<file path="src/rtl/assert_macros.svh">
// Assertion helpers shared by the RTL.
// ASSERT_ALWAYS: clocked property, disabled during reset.
// ASSERT_NEVER: the given condition is never true at a clock edge.
`ifndef ASSERT_MACROS_SVH
`define ASSERT_MACROS_SVH
`ifndef SYNTHESIS
`define ASSERT_ALWAYS(label, clk, rst_n, prop, msg) \
    label: assert property (@(posedge clk) disable iff (!rst_n) prop) else $error(msg);
`define ASSERT_NEVER(label, clk, rst_n, cond, msg) \
    label: assert property (@(posedge clk) disable iff (!rst_n) !(cond)) else $error(msg);
`else
`define ASSERT_ALWAYS(label, clk, rst_n, prop, msg)
`define ASSERT_NEVER(label, clk, rst_n, cond, msg)
`endif
`endif

</file>
<file path="src/rtl/tss_pkg.sv">
package tss_pkg;

    // field and datapath widths
    localparam int T_W    = 16;
    localparam int H_W    = 17;
    localparam int K_W    = 24;
    localparam int PIV_W  = 26;
    localparam int RHS_W  = 40;
    localparam int Y_W    = 18;
    localparam int OUT_W  = 19;
    localparam int PIDX_W = 6;
    localparam int NUM_W  = 64;
    localparam int DEN_W  = PIV_W;
    localparam int DCNT_W = 6;

    localparam logic [RHS_W-1:0] RHS_CAP   = {RHS_W{1'b1}};
    localparam logic [Y_W-1:0]   Y_CAP     = {Y_W{1'b1}};
    localparam logic [T_W-1:0]   T_DEFAULT = 16'd400;

    typedef enum logic [3:0] {
        S_IDLE,
        S_PREP,
        S_LOAD,
        S_SUB_GO,
        S_SUB_WAIT,
        S_ADD_GO,
        S_ADD_WAIT,
        S_WRITE,
        S_BRD,
        S_BLOAD,
        S_BGO,
        S_BWAIT,
        S_OUT
    } state_t;

    typedef struct packed {
        logic             start;
        logic [NUM_W-1:0] num;
        logic [DEN_W-1:0] den;
    } div_req_t;

    typedef struct packed {
        logic             done;
        logic [NUM_W-1:0] quo;
    } div_rsp_t;

endpackage

</file>
<file path="src/rtl/tss_div.sv">
module tss_div (
    input  logic              clk,
    input  logic              rst_n,
    input  tss_pkg::div_req_t req,
    output tss_pkg::div_rsp_t rsp
);
    import tss_pkg::*;

    logic              busy_reg, busy_next;
    logic              done_reg, done_next;
    logic              dzero_reg, dzero_next;
    logic [DCNT_W-1:0] cnt_reg, cnt_next;
    logic [DEN_W-1:0]  den_reg, den_next;
    logic [DEN_W-1:0]  rem_reg, rem_next;
    logic [NUM_W-1:0]  quo_reg, quo_next;
    logic [DEN_W:0]    trial;
    logic              ge;

    // one quotient bit a cycle, numerator shifts out of the top of quo_reg
    always_comb
    begin
        trial      = {rem_reg, quo_reg[NUM_W-1]};
        ge         = (trial >= {1'b0, den_reg});
        busy_next  = busy_reg;
        done_next  = 1'b0;
        dzero_next = dzero_reg;
        cnt_next   = cnt_reg;
        den_next   = den_reg;
        rem_next   = rem_reg;
        quo_next   = quo_reg;
        if (req.start)
        begin
            busy_next  = 1'b1;
            dzero_next = (req.den == '0);
            cnt_next   = '0;
            den_next   = req.den;
            rem_next   = '0;
            quo_next   = req.num;
        end
        else if (busy_reg)
        begin
            rem_next = ge ? DEN_W'(trial - {1'b0, den_reg}) : trial[DEN_W-1:0];
            quo_next = {quo_reg[NUM_W-2:0], ge};
            cnt_next = cnt_reg + 1'b1;
            if (cnt_reg == {DCNT_W{1'b1}})
            begin
                busy_next = 1'b0;
                done_next = 1'b1;
            end
        end
    end

    always_ff @(posedge clk or negedge rst_n)
    begin
        if (!rst_n)
        begin
            busy_reg <= 1'b0;
            done_reg <= 1'b0;
        end
        else
        begin
            busy_reg <= busy_next;
            done_reg <= done_next;
        end
    end

    always_ff @(posedge clk)
    begin
        dzero_reg <= dzero_next;
        cnt_reg   <= cnt_next;
        den_reg   <= den_next;
        rem_reg   <= rem_next;
        quo_reg   <= quo_next;
    end

    // a zero divisor gives a zero quotient
    assign rsp.done = done_reg;
    assign rsp.quo  = dzero_reg ? '0 : quo_reg;

endmodule

</file>
<file path="config.mk">
export PLATFORM = sky130hd
export DESIGN_NAME = tss_div
export DESIGN_NICKNAME = d
export VERILOG_FILES = /design/src/rtl/assert_macros.svh /design/src/rtl/tss_pkg.sv /design/src/rtl/tss_div.sv
export SDC_FILE = /design/constraint.sdc
export NUM_CORES = 1
export LEC_CHECK = 0
export BUFFER_PORTS_ARGS = -buffer_cell sky130_fd_sc_hd__buf_2
export CAP_MARGIN = 20
export CELL_PAD_IN_SITES_DETAIL_PLACEMENT = 2
export CELL_PAD_IN_SITES_GLOBAL_PLACEMENT = 2
export CORE_UTILIZATION = 35
export CTS_CLUSTER_DIAMETER = 30
export DETAILED_ROUTE_END_ITERATION = 7
export GPL_ROUTABILITY_DRIVEN = 0
export PLACE_DENSITY = 0.91
export SYNTH_ARGS = -nofsm -noshare
export SYNTH_HDL_FRONTEND = slang
export SYNTH_SLANG_ARGS = --single-unit
</file>
<file path="constraint.sdc">
create_clock -name clk -period 3.7 [get_ports clk]
set_clock_uncertainty 0.15 [all_clocks]
set_input_delay 0.74 -clock clk [delete_from_list [all_inputs] [get_ports clk]]
set_output_delay 0.74 -clock clk [all_outputs]
set_load 0.1 [all_outputs]
</file>
[Yosys cells after proc, flatten, opt, wreduce, memory -nomap -nowiden]
Index checks and enable logic that the tools add are counted.
Word-level totals
  flip-flop bits (word level): 125
  bits in latches: 0
  memory bits (writable): 0
  ROM bits: 0
  input port bits: 93
  output and inout port bits: 65
  word-level logic and storage cells: 23
  memories: 0
Cells by class
  add/subtract/negate cells: 2
  multiply operators: 0
  divide/modulo/power cells: 0
  $lt $le $gt $ge: 1
  equality and inequality tests: 1
  shift operators: 0
  muxes and demuxes: 10
  bitwise logic cells: 0
  reductions and logical operators: 2
Operators by type and width (count)
  $mux W64: 3
  $ge A27 B26 Y1: 1
  $logic_not A26 Y1: 1
  $mux W26: 1
  $sub A26 B26 Y26: 1
  $add A6 B1 Y6 const B: 1
  $eq A6 B6 Y1 const B: 1
  $mux W1: 6
  $reduce_bool A2 Y1: 1

[Depth between registers and ports, before layout]
Gate-level depths: netlist of the first run.
  word-level depth: 4
  mapped depth: 13
  depth with buffers taken out: 13

[Worst setup path before layout of the first run]
OpenSTA, ideal clock, no wires.
  path type: input-to-reg
  from: input req[90] (netlist bit)
  to: register quo_reg[0], enable pin
  library setup time: 0.418 ns
  data arrival time: 2.474 ns
  data required time: 3.132 ns
  setup slack: 0.658 ns
  stages on the path: 4
  buffers on the path: 2
  cell sequence: clkbuf_1 -> nor2_1 -> clkbuf_1 -> inv_1
On the way
  word-level cells in the longest chain between the ends: 1
RTL lines
  start: declaration: RTL line tss_div.sv:4  | input tss_pkg::div_req_t req,
  $reduce_bool A2 Y1 (no source line)
  end signal: assignment: RTL line tss_div.sv:73  | quo_reg <= quo_next;
  end: declaration: RTL line tss_div.sv:15  | logic [NUM_W-1:0] quo_reg, quo_next;
No other way between the ends.
A chain may end at the register's enable or synchronous reset.

[Worst setup path after layout of the first run]
  from: register quo_reg[63]
  to: register rem_reg[22]
On the way
  word-level cells in the longest chain between the ends: 2
  elaborated cells between the ends (all ways): 3
  classes of those cells: add/sub: 1; order compare: 1; mux: 1
RTL lines
  $sub A26 B26 Y26 or $ge A27 B26 Y1 (tied branches): RTL line tss_div.sv:42, tss_div.sv:23
  $mux W26 *: RTL line tss_div.sv:42  | rem_next = ge ? DEN_W'(trial - {1'b0, den_reg}) : trial[DEN_W-1:0];
  end signal: assignment: RTL line tss_div.sv:72  | rem_reg <= rem_next;
  end: declaration: RTL line tss_div.sv:14  | logic [DEN_W-1:0] rem_reg, rem_next;
Mark *: on every way between the ends. The rest lies on a longest branch, timed or not.

==> results of run 1 <==
[cell families (layout without fill, tap and decap cells)]
family                   after synthesis  count (layout)  synth area share
multiplexers                          65              65             0.104
adder cells (fa/ha/maj)               28              28            0.0509
AND/OR/NAND/NOR                      204             204             0.155
other                                  0               1                 0
AO/OA/AOI/OAI                        122             122             0.129
buffers and inverters                 76             240            0.0450
flip-flops                           125             125             0.486
XOR/XNOR                              24              24            0.0299
[routing by layer]
metal | vias to the layer above | part of all wire | wire length (um) | track usage
met5 | - | 0 | 0 | 0
met4 | 0 | 0.039 | 1020 | 0.134
met3 | 61 | 0.031 | 805 | 0.0370
met2 | 162 | 0.54 | 14000 | 0.470
met1 | 3019 | 0.39 | 10200 | 0.291
li1 | 2659 | - | - | -
[worst min-delay path, cell delays in order (launching register included)]
cell	delay (ns)
dfxtp_1	0.33
nand2_1	0.06
o31ai_1	0.06
[stage by stage]
stage / cell area, um2 / util / hold slack [ns] / std cells
final: 8770 / 0.448 / 0.347 / 1074
after global routing: 8770 / 0.448 / 0.342 / 1074
after floorplan: 7040 / - / 0.294 / 644
after global placement: 8120 / 0.414 / 0.323 / 1041
after detailed placement: 8120 / 0.414 / 0.339 / 1041
after CTS: 8770 / 0.448 / 0.337 / 1073
[Yosys cell counts (all sizes together), types with 2 or more instances]
master / instances / area share
a211oi: 6 / 0.0071
ha: 27 / 0.048
dfxtp: 32 / 0.091
nand4: 6 / 0.0053
dfrtp: 2 / 0.0071
o31ai: 9 / 0.010
and2: 2 / 0.0018
a2111oi: 2 / 0.0043
nand2: 31 / 0.017
nor4: 9 / 0.0080
buf: 7 / 0.0082
edfxtp: 91 / 0.39
inv: 38 / 0.020
a21oi: 30 / 0.023
o2111ai: 3 / 0.0037
xor2: 9 / 0.011
nor2: 39 / 0.021
a31oi: 3 / 0.0027
nand3: 20 / 0.016
a311oi: 11 / 0.017
a21o: 14 / 0.015
o211ai: 4 / 0.0043
o21ai: 18 / 0.013
o221ai: 2 / 0.0025
a32oi: 5 / 0.0062
nor4b: 2 / 0.0025
xnor2: 15 / 0.019
nor2b: 69 / 0.061
nor3: 10 / 0.0071
nand2b: 7 / 0.0062
a211o: 2 / 0.0025
o21bai: 3 / 0.0032
a221o: 3 / 0.0043
clkbuf: 31 / 0.017
and3: 3 / 0.0027
or3: 3 / 0.0027
mux2: 64 / 0.10
[power by group]
group	switching (W)	total, W	internal [W]
sequential	0.000175	0.00191	0.00174
combinational	0.00157	0.00233	0.000759
clock	0.000698	0.00189	0.00119
[cell usage in the layout (no fill, tap or decap), types with 19 or more instances in the layout]
| cell | netlist | layout |
|---|---|---|
| buf_2 | 1 | 156 |
| edfxtp_1 | 91 | 91 |
| nor2b_1 | 69 | 69 |
| mux2_2 | 64 | 64 |
| nor2_1 | 38 | 38 |
| inv_1 | 38 | 37 |
| dfxtp_1 | 32 | 32 |
| nand2_1 | 31 | 31 |
| a21oi_1 | 28 | 28 |
| ha_1 | 27 | 27 |
| nand3_1 | 19 | 19 |
[final cells by class]
type | instances | area, um2 | share of cell area
inverters | 38 | 143 | 0.0163
repair buffers | 171 | 933 | 0.106
multi-input cells | 443 | 3300 | 0.376
flip-flops and latches | 125 | 3420 | 0.390
well taps | 265 | 332 | 0.0378
clock buffers | 17 | 425 | 0.0485
diodes | 1 | 2.50 | 0.000285
clock inverters | 14 | 214 | 0.0244
[final timing paths]
kind | startpoint | endpoint | slack [ns] | cells past startpoint
setup / recovery | quo_reg[63] | rem_reg[22] | 0.19 | 13
hold / removal | rem_reg[22] | rem_reg[22] | 0.35 | 2
setup reg to reg | quo_reg[63] | rem_reg[22] | 0.19 | 13
hold reg to reg | rem_reg[22] | rem_reg[22] | 0.35 | 2
max in group asynchronous | rst_n | busy_reg | 2.82 | 2
min in group asynchronous | rst_n | done_reg | 0.48 | 2
[timing repair]
item | 4_1_cts | 5_1_grt
setup buffers | 0 | 0
hold buffers | 1 | 0
endpoints found under the hold margin | 2 | 0
==> metrics.yaml, run 1 <==
dp_slack_ns: 0.454
cp.buffers_inverters: 2
via_per_inst: 5.49
dr.first_iter.drc_count: 345
overflow: 0
antenna_found_initial: 1
slowest_stage: "fa_1"
synth_seq_area_share: 0.486
post-route-period-util: 0.948
core-area_um2: 19600
areaGrowthSynthToFinish_pct: 24.6
final.setup.worst_slack_ns: 0.194
finalHoldViolations: 0
ys_ff_latch: 125
portBuffers: 157
clock_path_buffers: 2
arrival_ns: 3.71
cts_buffers: 17
power_w: 0.00613
drv_slew: 0
h-tree-depth: 4
firstDrtPassIters: 5
async_flop_share: 0.0160
power.density_nw_per_um2: 699
dp_hpwl_mm: 17.2
fp.dieH_um: 144
power_leakage_nw: 3.75
synth_cells: 644
nets: 917
end_kind: "register"
first_global_vias: 6458
synth-edff-count: 91
fmax_mhz: 285
worstSetupPathType: "reg2reg"
max_stage_delay_ns: 0.43
largest_reg_flops: 64
path_clk_slew_ns: 0.07
synth_ff_type: "edfxtp_1"
status: "finished clean"
setup_tns_ns: 0
min_period_ns: 3.51
antenna_left: 0
required_ns: 3.91
synth.avg_cell_area_um2: 10.9
dieArea_um2: 20700
clk_latency_ns: 0.44
clock_sinks: 125
tightest_slew_ns: 0.759
ir_drop_mv: 0.378
yosys_warnings: 0
netlist_area_um2: 7040
crit_chain: "inv_1 > ha_1 > inv_1 > fa_1 > a21oi_1 > a2bb2oi_1 > a21oi_1 > a221oi_2 > o221ai_1 > a31oi_1 > xnor2_1 > a21oi_1 > o31ai_1"
start_util: 0.359
vias: 5901
drc_errors: 0
wl_mm: 26.0
slew-limit-headroom: 0.494
fillers: 2001
cp-start-kind: "register"
ys_types: 60
cts_tree: "done"
hold_path.class: "reg2reg"
max_cap_viol_count: 0
drive_above_1_share: 0.347
post_cts_resized: 0
die_w_um: 144
io_pins: 158
grt_pass1_wl_mm: 39.0
critPathMaxFanout: 4
grt_util_all_layers: 0.258
rows: 51
wl_per_cell_um: 24.2
rsz0062_at_grt: "false"
grt_start_max_net_pins: 65
critPathMostFrequentCell: "a21oi_1"
setup_viol: 0
cts-root-buf: "clkbuf_16"
synthesis.nets: 765
crit_family: "compound AO/OA/AOI/OAI gates"
Note: power is estimated with default switching activity, not from simulation.
==> run 2: changes to the inputs <==
--- a/config.mk
+++ b/config.mk
@@ -13,7 +13,7 @@
 export CTS_CLUSTER_DIAMETER = 30
 export DETAILED_ROUTE_END_ITERATION = 7
 export GPL_ROUTABILITY_DRIVEN = 0
-export PLACE_DENSITY = 0.91
+export PLACE_DENSITY_LB_ADDON = 0.1
 export SYNTH_ARGS = -nofsm -noshare
 export SYNTH_HDL_FRONTEND = slang
 export SYNTH_SLANG_ARGS = --single-unit
==> run 2 against run 1 <==
  * First-iteration DRC count shrank 18%
  * Maximum frequency grew 4.2%
  * Die area is the same
  * Combinational power shrank 6%
  * Hold slack is essentially flat
  * Final area shrank 0.57%
  * Non-clock buffer count grew 2
  * Total power shrank 5.2%
  * Critical path depth is the same
  * Global-route usage shrank 4.2 points
  * Sequential power is essentially flat
  * Critical path type unchanged
==> metrics.yaml, run 2 (synthesis gave the netlist of run 1 again) <==
status: "finished clean"
antenna_found_initial: 2  # +1
cts-root-buf: "clkbuf_16"
required_ns: 3.89  # -0.02 ns
largest_reg_flops: 64  # unchanged
fillers: 2100  # +4.9%
max_cap_viol_count: 0  # unchanged
post_layout_nonfiller_instances: 1078  # +0.37%
nets: 919  # +0.22%
wl_mm: 21.7  # -17%
worstSetupPathType: "reg2reg"
final_cell_mix: "buf_2 (156), edfxtp_1 (91), nor2b_1 (69)"
antenna_left: 0  # unchanged
core-area_um2: 19600  # unchanged
arrival_ns: 3.55  # -0.16 ns
portBuffers: 157  # unchanged
slew-limit-headroom: 0.424  # -0.0704
setup_viol: 0  # unchanged
critPathMaxFanout: 4  # unchanged
layout_commonest_cell: "buf_2"
via_per_inst: 5.21  # -5.2%
ff_latch_area_um2: 3420  # unchanged
areaGrowthSynthToFinish_pct: 23.9
min_period_ns: 3.36  # -0.141 ns
overflow: 0  # unchanged
dp_hpwl_mm: 15.5  # -10%
vias: 5613  # -4.9%
drc_errors: 0  # unchanged
grt_pass1_wl_mm: 33.5  # -14%
clock_sinks: 125  # unchanged
h-tree-depth: 4  # unchanged
clock_path_buffers: 2  # unchanged
tightest_slew_ns: 0.864  # +0.106 ns
drive_above_1_share: 0.348  # +0.00118
clk_latency_ns: 0.42  # -0.02 ns
ir_drop_mv: 0.322  # -15%
setup_tns_ns: 0  # unchanged
io_pins: 158  # unchanged
end_kind: "register"
cp-start-kind: "register"
cts_tree: "done"
post-route-period-util: 0.909  # -0.0382
die_w_um: 144  # unchanged
post_cts_resized: 0  # unchanged
first_global_vias: 6142  # -4.9%
hold_path.class: "reg2reg"
firstDrtPassIters: 4  # -1
fmax_mhz: 297  # +4.2%
place_inst: 1043  # +0.19%
wl_per_cell_um: 20.1  # -17%
rows: 51  # unchanged
grt_util_all_layers: 0.216  # -0.0420
drv_slew: 0  # unchanged
power_w: 0.00581  # -5.2%
dieArea_um2: 20700  # unchanged
path_clk_slew_ns: 0.06  # about the same
multi_input_area_um2: 3300  # unchanged
power.density_nw_per_um2: 666  # -4.7%
cts_buffers: 17  # unchanged
power_leakage_nw: 3.72  # -0.90%
finalHoldViolations: 0  # unchanged
fp.dieH_um: 144  # unchanged
dr.first_iter.drc_count: 283  # -18%
grt_start_max_net_pins: 65  # unchanged
rsz0062_at_grt: "false"
start_util: 0.359  # unchanged
## run 2: layer usage
metal	wire length, um	GRT usage
met4	468	0.0767
met2	11200	0.375
met3	748	0.0536
met1	9310	0.258
met5	0	0
## run 2: worst paths after layout
kind,from,endpoint,slack (ns),depth (start not counted)
worst max-delay path,quo_reg[63],rem_reg[22],0.34,13
worst min-delay path,rem_reg[22],rem_reg[22],0.35,2
worst min register to register,rem_reg[22],rem_reg[22],0.35,2
max in group asynchronous,rst_n,done_reg,2.80,2
worst max register to register,quo_reg[63],rem_reg[22],0.34,13
min in group asynchronous,rst_n,busy_reg,0.49,2
## run 2: final cells by class
type / instances / area share
diodes: 2 / 0.000574
clock buffers: 18 / 0.0492
clock inverters: 14 / 0.0192
inverters: 38 / 0.0164
multi-input cells: 443 / 0.378
flip-flops and latches: 125 / 0.393
well taps: 265 / 0.0380
repair buffers: 173 / 0.106
## run 2: where the power goes
group          internal [W]  switching, W  total, W
Sequential          0.00173      0.000150   0.00189
Clock               0.00106      0.000661   0.00172
Combinational      0.000760       0.00144   0.00220
Total               0.00355       0.00225   0.00581
## run 2: through the flow
step | worst slack, ns | hold WS (ns) | instance area (um2) | utilization
2_1_floorplan | 0.658 | 0.294 | 7040 | -
3_3_place_gp | 0.517 | 0.326 | 8110 | 0.414
3_5_place_dp | 0.429 | 0.337 | 8110 | 0.414
4_1_cts | 0.311 | 0.329 | 8710 | 0.445
5_1_grt | 0.0758 | 0.334 | 8720 | 0.445
6_report | 0.335 | 0.347 | 8720 | 0.445
## run 2: worst max-delay path, cell delays in order (launching register included)
cell and delay, ns:
edfxtp_1 0.36, inv_1 0.11, ha_1 0.17, inv_1 0.06
fa_1 0.39, a21oi_1 0.24, a2bb2oi_1 0.23, a21oi_1 0.19
a221oi_2 0.42, o221ai_1 0.27, a31oi_1 0.25, xnor2_1 0.16
a21oi_1 0.08, o31ai_1 0.19
## run 2: what timing repair did
item                                   CTS  global route
hold buffers                             1             0
buffers inserted                         0             0
endpoints found under the hold margin    2             0
==> run 3: changes to the inputs <==
--- a/config.mk
+++ b/config.mk
@@ -13,7 +13,7 @@
 export CTS_CLUSTER_DIAMETER = 30
 export DETAILED_ROUTE_END_ITERATION = 7
 export GPL_ROUTABILITY_DRIVEN = 0
-export PLACE_DENSITY_LB_ADDON = 0.1
+export PLACE_DENSITY = 0.79
 export SYNTH_ARGS = -nofsm -noshare
 export SYNTH_HDL_FRONTEND = slang
 export SYNTH_SLANG_ARGS = --single-unit
==> run 3 against run 2 <==
  * Final cell count fell by 0.37%
  * Register-to-register slack barely moved
  * Sequential cell count did not move
  * Critical path depth did not move
  * Utilization fell by 0.064 points
  * Wire length rose by 4.9%
  * Clock power rose by 3%
  * Total power rose by 1.5%
  * Die area did not move
  * Largest power group unchanged
==> metrics.yaml, run 3 (synthesis gave the netlist of run 1 again) <==
status: "finished clean"
grt_start_max_net_pins: 76  # +17%
cts_buffers: 17  # unchanged
grt_util_all_layers: 0.228  # +0.0120
largest_reg_flops: 64  # unchanged
post_cts_resized: 0  # unchanged
dr.first_iter.drc_count: 210  # -26%
drv_slew: 0  # unchanged
via_per_inst: 5.24  # +0.59%
clock_sinks: 125  # unchanged
cp-start-kind: "register"
p_comb_frac: 0.379  # about the same
first_global_vias: 6240  # +1.6%
ir_drop_mv: 0.393  # +22%
fp.dieH_um: 144  # unchanged
vias: 5625  # +0.21%
final.setup.worst_slack_ns: 0.322  # -0.0132 ns
dp_hpwl_mm: 15.9  # +2.7%
layout_commonest_cell: "buf_2"
cts_tree: "done"
portBuffers: 157  # unchanged
wl_mm: 22.8  # +4.9%
tightest_slew_ns: 0.968  # +0.104 ns
max_cap_viol_count: 0  # unchanged
clk_latency_ns: 0.43  # about the same
end_kind: "register"
slew-limit-headroom: 0.355  # -0.0691
finalHoldViolations: 0  # unchanged
postCtsSetupRepairBufs: 0  # unchanged
p_int_w: 0.00357  # +0.57%
postLayoutCellArea_um2: 8710  # -0.14%
clock_path_buffers: 2  # unchanged
path_clk_slew_ns: 0.06  # about the same
cts-root-buf: "clkbuf_16"
dieArea_um2: 20700  # unchanged
swShare: 0.394  # +0.00562
required_ns: 3.90  # about the same
dpl-instance-area_um2: 8080  # -0.37%
power.density_nw_per_um2: 677  # +1.6%
core-area_um2: 19600  # unchanged
fmax_mhz: 296  # -0.39%
fillers: 2062  # -1.8%
firstDrtPassIters: 4  # unchanged
netSwitchingPower_w: 0.00232  # +3.0%
areaGrowthSynthToFinish_pct: 23.7
worstSetupPathType: "reg2reg"
fin_util: 0.444  # -0.000638
clkPwrFrac: 0.301  # +0.005
power_leakage_nw: 3.72  # about the same
antenna_left: 0  # unchanged
min_period_ns: 3.38  # +0.0132 ns
holdWs_ns: 0.337  # -0.00992 ns
drive_above_1_share: 0.346  # -0.00199
seq_power_share: 0.320  # -0.005
rsz0062_at_grt: "false"
drc_errors: 0  # unchanged
overflow: 0  # unchanged
arrival_ns: 3.58  # +0.03 ns
die_w_um: 144  # unchanged
grt_pass1_wl_mm: 35.1  # +4.7%
antenna_found_initial: 1  # -1
h-tree-depth: 4  # unchanged
nets: 915  # -0.44%
final_cell_mix: "buf_2 (156), edfxtp_1 (91), nor2b_1 (69)"
setup_viol: 0  # unchanged
dp_slack_ns: 0.363  # -0.0661 ns
critPathMaxFanout: 4  # unchanged
post-route-period-util: 0.913  # +0.00357
io_pins: 158  # unchanged
hold_path.class: "reg2reg"
setup_tns_ns: 0  # unchanged
wl_per_cell_um: 21.2  # +5.3%
start_util: 0.359  # unchanged
rows: 51  # unchanged
run 3: cell count changes in the layout (fill, tap and decap cells not counted), sizes merged:
| cell | delta |
|---|---|
| buf | -4 |
| clkinvlp | -3 |
| inv | +3 |
run 3: layout make-up:
class / instances / area, um2 / share of cell area
Antenna cell: 2 / 5.00 / 0.000575
Clock buffer: 18 / 429 / 0.0493
Clock inverter: 14 / 185 / 0.0213
Inverter: 38 / 143 / 0.0164
Multi-Input combinational cell: 443 / 3300 / 0.379
Sequential cell: 125 / 3420 / 0.393
Tap cell: 265 / 332 / 0.0381
Timing Repair Buffer: 169 / 893 / 0.103
run 3: stage by stage:
stage                     cells  total power (W)
after global routing       1073          0.00616
final                      1074          0.00589
after detailed placement   1039          0.00409
after floorplan             644          0.00352
after global placement     1039          0.00399
after CTS                  1072          0.00593
run 3: repair_timing:
item	4_1_cts	5_1_grt
setup endpoints to repair	0	0
hold endpoints to repair	2	0
hold buffers	1	0
run 3: power groups by stage:
stage	clock network, W	logic [W]	registers (W)
4_1_cts	0.00180	0.00224	0.00189
2_1_floorplan	0	0.00167	0.00185
6_report	0.00177	0.00223	0.00189
5_1_grt	0.00184	0.00240	0.00191
3_5_place_dp	0	0.00218	0.00191
3_3_place_gp	0	0.00209	0.00189
run 3: worst paths after layout:
| path | start | to | slack (ns) | cells after the start |
|---|---|---|---|---|
| worst max register to register | quo_reg[63] | rem_reg[22] | 0.32 | 13 |
| worst max-delay path | quo_reg[63] | rem_reg[22] | 0.32 | 13 |
| max in group asynchronous | rst_n | busy_reg | 2.79 | 2 |
| worst min register to register | rem_reg[22] | rem_reg[22] | 0.34 | 2 |
| worst min-delay path | rem_reg[22] | rem_reg[22] | 0.34 | 2 |
| min in group asynchronous | rst_n | done_reg | 0.51 | 2 |
run 3: critical path, stage by stage (launching register included):
cell       delay [ns]
edfxtp_1         0.37
inv_1            0.11
ha_1             0.17
inv_1            0.05
fa_1             0.39
a21oi_1          0.21
a2bb2oi_1        0.25
a21oi_1          0.22
a221oi_2         0.43
o221ai_1         0.27
a31oi_1          0.25
xnor2_1          0.16
a21oi_1          0.07
o31ai_1          0.19
run 3: per-layer routing:
metal	vias up	share of wire	global-route usage
met3	41	0.028	0.0353
li1	2654	-	-
met4	0	0.027	0.101
met5	-	0	0
met1	2816	0.41	0.260
met2	114	0.54	0.417
